$ cat config.mk
export PLATFORM = sky130hd
export DESIGN_NAME = swm_cell
export DESIGN_NICKNAME = d
export VERILOG_FILES = /design/src/rtl/swm_pkg.sv /design/src/rtl/swm_cell.sv
export SDC_FILE = /design/constraint.sdc
export NUM_CORES = 1
export LEC_CHECK = 0
export BUFFER_PORTS_ARGS = -buffer_cell sky130_fd_sc_hd__clkbuf_2
export CORE_MARGIN = 5
export CORE_UTILIZATION = 40
export CTS_CLUSTER_SIZE = 24
export DETAILED_ROUTE_END_ITERATION = 12
export GPL_TIMING_DRIVEN = 0
export PLACE_DENSITY = 0.74
export SYNTH_ARGS = -nofsm -noshare
export SYNTH_HDL_FRONTEND = slang
export SYNTH_SLANG_ARGS = --single-unit
$ cat constraint.sdc
create_clock -name clk -period 6.2 [get_ports clk]
set_clock_uncertainty 0.1 [all_clocks]
set_input_delay 0.62 -clock clk [delete_from_list [all_inputs] [get_ports clk]]
set_output_delay 0.62 -clock clk [all_outputs]
set_load 0.1 [all_outputs]
$ cat src/rtl/swm_pkg.sv
// swm_pkg: shared types and constants for the sliding window median filter.
// Used by swm_cell, swm_median and sliding_window_median; no dependencies.
`default_nettype none

package swm_pkg;

  localparam int SAMPLE_W = 32;
  localparam int MEDIAN_W = SAMPLE_W + 1;
  localparam int CFG_W    = 7;

  localparam logic [CFG_W-1:0] WINDOW_RESET = CFG_W'(1);

  typedef logic signed [SAMPLE_W-1:0] sample_t;
  typedef logic signed [MEDIAN_W-1:0] median_t;

  // per-cycle command broadcast to every cell of the sorted row
  typedef struct packed {
    logic    step;    // insert a sample, age kept entries
    logic    purge;   // squeeze out one stale entry, no insert
    logic    clear;   // end of sequence: drop every entry after the insert
    sample_t sample;  // sample being inserted
  } ctrl_t;

endpackage

`default_nettype wire

$ cat src/rtl/swm_cell.sv
// swm_cell: one slot of the sorted window row (value, age, valid).
// Handles removal of one entry and sorted insertion together with its neighbors.
// Depends on swm_pkg.
`default_nettype none

module swm_cell #(
  parameter int AW = 6,
  parameter int KW = 7
) (
  input  wire logic             clk,
  input  wire logic             rst_n,
  input  wire swm_pkg::ctrl_t   ctrl,
  input  wire logic [KW-1:0]    km1,
  input  wire logic             shl,
  // raw contents of the right neighbor
  input  wire logic             r_valid,
  input  wire swm_pkg::sample_t r_val,
  input  wire logic [AW-1:0]    r_age,
  input  wire logic             r_gt,
  // left neighbor after removal
  input  wire logic             l_a_valid,
  input  wire swm_pkg::sample_t l_a_val,
  input  wire logic [AW-1:0]    l_a_age,
  input  wire logic             l_a_gt,
  // own raw contents
  output logic                  valid,
  output swm_pkg::sample_t      val,
  output logic [AW-1:0]         age,
  output logic                  gt,
  output logic                  cand,
  // own contents after removal
  output logic                  a_valid,
  output swm_pkg::sample_t      a_val,
  output logic [AW-1:0]         a_age,
  output logic                  a_gt
);
  import swm_pkg::*;

  logic          valid_r, valid_nxt;
  sample_t       val_r, val_nxt;
  logic [AW-1:0] age_r, age_nxt;

  assign valid = valid_r;
  assign val   = val_r;
  assign age   = age_r;
  assign gt    = valid_r && (val_r > ctrl.sample);
  assign cand  = valid_r && ({{(KW-AW){1'b0}}, age_r} >= km1);

  // removal: cells at or above the removed slot take their right neighbor
  assign a_valid = shl ? r_valid : valid_r;
  assign a_val   = shl ? r_val   : val_r;
  assign a_age   = shl ? r_age   : age_r;
  assign a_gt    = shl ? r_gt    : gt;

  always_comb begin
    valid_nxt = valid_r;
    val_nxt   = val_r;
    age_nxt   = age_r;
    if (ctrl.step) begin
      if (l_a_gt) begin
        valid_nxt = 1'b1;
        val_nxt   = l_a_val;
        age_nxt   = l_a_age + AW'(1);
      end else if (a_valid && !a_gt) begin
        valid_nxt = 1'b1;
        val_nxt   = a_val;
        age_nxt   = a_age + AW'(1);
      end else if (l_a_valid) begin
        // first slot past every entry not above the sample
        valid_nxt = 1'b1;
        val_nxt   = ctrl.sample;
        age_nxt   = '0;
      end else begin
        valid_nxt = 1'b0;
      end
      if (ctrl.clear) begin
        valid_nxt = 1'b0;
      end
    end else if (ctrl.purge) begin
      valid_nxt = a_valid;
      val_nxt   = a_val;
      age_nxt   = a_age;
    end
  end

  always_ff @(posedge clk) begin
    if (!rst_n) begin
      valid_r <= 1'b0;
    end else begin
      valid_r <= valid_nxt;
    end
  end

  always_ff @(posedge clk) begin
    val_r <= val_nxt;
    age_r <= age_nxt;
  end

endmodule

`default_nettype wire

==> metrics.cfg <==
[timing]
slew_headroom_pct = 55.84
min_period_over_period_pct = 64.26
worst_pin_slew_ns = 0.6609
holdWs_ns = 0.5093
max_freq_mhz = 251.0
final_hold_viol_count = 0
setup_viol = 0
fin_crit_ns = 3.984
post-route-worst-setup-slack_ns = 2.216
maxSlewViolCount = 0
rsz0062_at_grt = false
fin_setup_tns_ns = 0

[floorplanning]
coreArea_um2 = 8806
io_pins = 206
dieArea_um2 = 11090
die_y_um = 105.3
rows = 34
start_util_pct = 41.28
die_w_um = 105.3

[synthesis]
yosys.area.top_type = edfxtp_1
dominantRegCellSynth = edfxtp_1
ys_seq_area_share_pct = 31.94
postSynthCellCount = 402
synthTopCellsByArea = edfxtp_1 31%, ha_1 14%, o22ai_1 11%
synth.avg_cell_area_um2 = 9.042
syn_area_um2 = 3635
synth_edf_count = 38
synth_top_cell_area_share_pct = 31.39
async_flop_share_pct = 0
synth_seq_cells = 39
yosysWarnings = 0
synth_fp_nets = 567
synth.distinct_cells = 47

[layout]
antennaDiodeCount = 0
layout-drive-gt1-share_pct = 41.76
register_area_um2 = 1161
fin_nets = 777
finalNonFillerCells = 721
syn_to_final_growth_pct = 34.84
multi_input_area_um2 = 2200
nFillCells = 807

[setup_path]
cp_top_family = simple AND/OR/NAND/NOR gates
path_buf_inv = 1
path_max_fanout = 5
critPathSlowestCell = or4_4
start_kind = flop
crit_required_ns = 5.48
cp.arrival_ns = 3.26
crit_type = reg -> out
reg2reg_depth = 9
cp-end-kind = output port
cpPeakStageDelay_ns = 0.58
worstPathCellList = ha_1, nand4_1, or4_4, nor3_1, nor3_1, xor2_1, o31ai_1, o31ai_1, clkbuf_2
crit_path_start = val[31]$_DFFE_PP_
r2r_start = val[31]$_DFFE_PP_
regToRegSetupSlack_ns = 2.38
reg2reg_to = age[1]$_DFFE_PP_

[clocking]
htreeDepth = 2
post_cts_buffers = 0
clock-root-buffer = clkbuf_8
cts_hold_buffers = 0
cts_resized = 0
cts_buffers = 5
clock_sinks = 39
cts.path.max_buffers = 2
clkTransAtPathRegs_ns = 0.08
cts_tree = built
clock_latency_ns = 0.29

[routing]
wirelength_mm = 12.83
dr.pass1.iters = 5
remaining_drc_errors = 0
antenna_left = 0
wl_per_cell_um = 17.79
first_iter_violations = 168
viasPerCell = 5.639
vias = 4066

[grt]
grt-ovfl-total = 0
grt_antenna_before_repair = 0
track_usage_pct = 22.20
grt_max_degree = 22
grt_pass1_wl_mm = 20.42
grt_pass1_vias = 4203

[place]
port_buffers = 202
dp_slack_ns = 2.070
dp_hpwl_mm = 10.42
dp.cells = 713
gp_congestion = 0.8488

[min_path]
hp-class = in -> reg
hp-start = rst_n
hold_depth = 3
worstHoldEndpoint = valid$_SDFFE_PN0P_

[power]
ir_worst_vdd_uv = 155.4
total_power_mw = 1.402
power_density_nw_per_um2 = 286.1
p_leak_nw = 2.406

[run]
drv_cap = 0

[outcome]
status = finished, final reports clean

## cell usage after synthesis (all sizes together), types with 2 or more instances
master  instances
o22ai          64
nand3          11
nand2b          3
a221o           3
xor2            4
a21oi          50
ha             40
nor2           10
nor3            7
o21ai          10
o31ai           2
nand4           7
mux2           34
mux2i           5
edfxtp         38
or3             2
nand2          18
buf             7
and3            2
nor2b           2
clkbuf         16
inv            45
## per-layer routing
metal	global-route usage [%]	up-vias	share of wire [%]
met1	26.15	1897	41
met5	0	-	0
met3	4.584	15	7.3
met2	40.85	193	50
met4	5.717	0	1.6
li1	-	1961	-
## power by group
group	internal (mW)	switching [mW]
combinational	0.187	0.678
clock	0.0792	0.0929
sequential	0.336	0.0291
total	0.602	0.800
## state kept, by name, indices dropped and copies added (netlist names)
| name | cells |
|---|---|
| val | 32 |
| valid | 1 |
| age | 6 |
## layout make-up
type,instances,area share (%)
multi-input combinational,294,44.88
clock buffer,7,1.557
clock inverter,1,0.1021
inverter,46,3.523
sequential,39,23.69
tap,108,2.757
buffer,23,2.298
timing repair buffer,203,21.19
## through the flow
stage               cell area (um^2)  util (%)
floorplan                       3635         -
global placement                4781     54.29
detailed placement              4820     54.73
CTS                             4901     55.66
global route                    4901     55.66
finish                          4901     55.66
## layout by cell type, fill, tap and decap left out, drive strengths merged, types with 3 or more instances in the layout
cell type / synthesis / final
nand3: 11 / 11
clkbuf: 16 / 225
nor2: 10 / 10
o21ai: 10 / 10
nand2: 18 / 18
nor3: 7 / 7
mux2: 34 / 34
nand4: 7 / 7
a21oi: 50 / 50
a221o: 3 / 3
nand2b: 3 / 3
buf: 7 / 8
edfxtp: 38 / 38
mux2i: 5 / 5
o22ai: 64 / 64
xor2: 4 / 4
ha: 40 / 40
inv: 45 / 45
## worst max path at each step
| stage | endpoint | depth (start not counted) |
|---|---|---|
| 6_report | a_gt | 9 |
| 5_1_grt | a_gt | 9 |
| 2_1_floorplan | a_gt | 8 |
| 4_1_cts | a_gt | 9 |
| 3_3_place_gp | val[13]$_DFFE_PP_ | 10 |
| 3_5_place_dp | val[24]$_DFFE_PP_ | 11 |
## worst min-delay path, stage by stage
cell and delay (ns):
clkbuf_2 0.09, inv_1 0.06, o32ai_1 0.08
## logic make-up (layout without fill, tap and decap cells)
logic type,after synthesis,after routing,share of synthesized area (%)
flip-flops,39,39,31.94
XOR/XNOR,5,5,1.205
AND/OR/NAND/NOR,68,68,9.639
adder cells (fa/ha/maj),40,40,13.77
buffers and inverters,69,280,7.848
multiplexers,39,39,11.91
AO/OA/AOI/OAI,142,142,23.68
(Power assumes the default switching activity.)
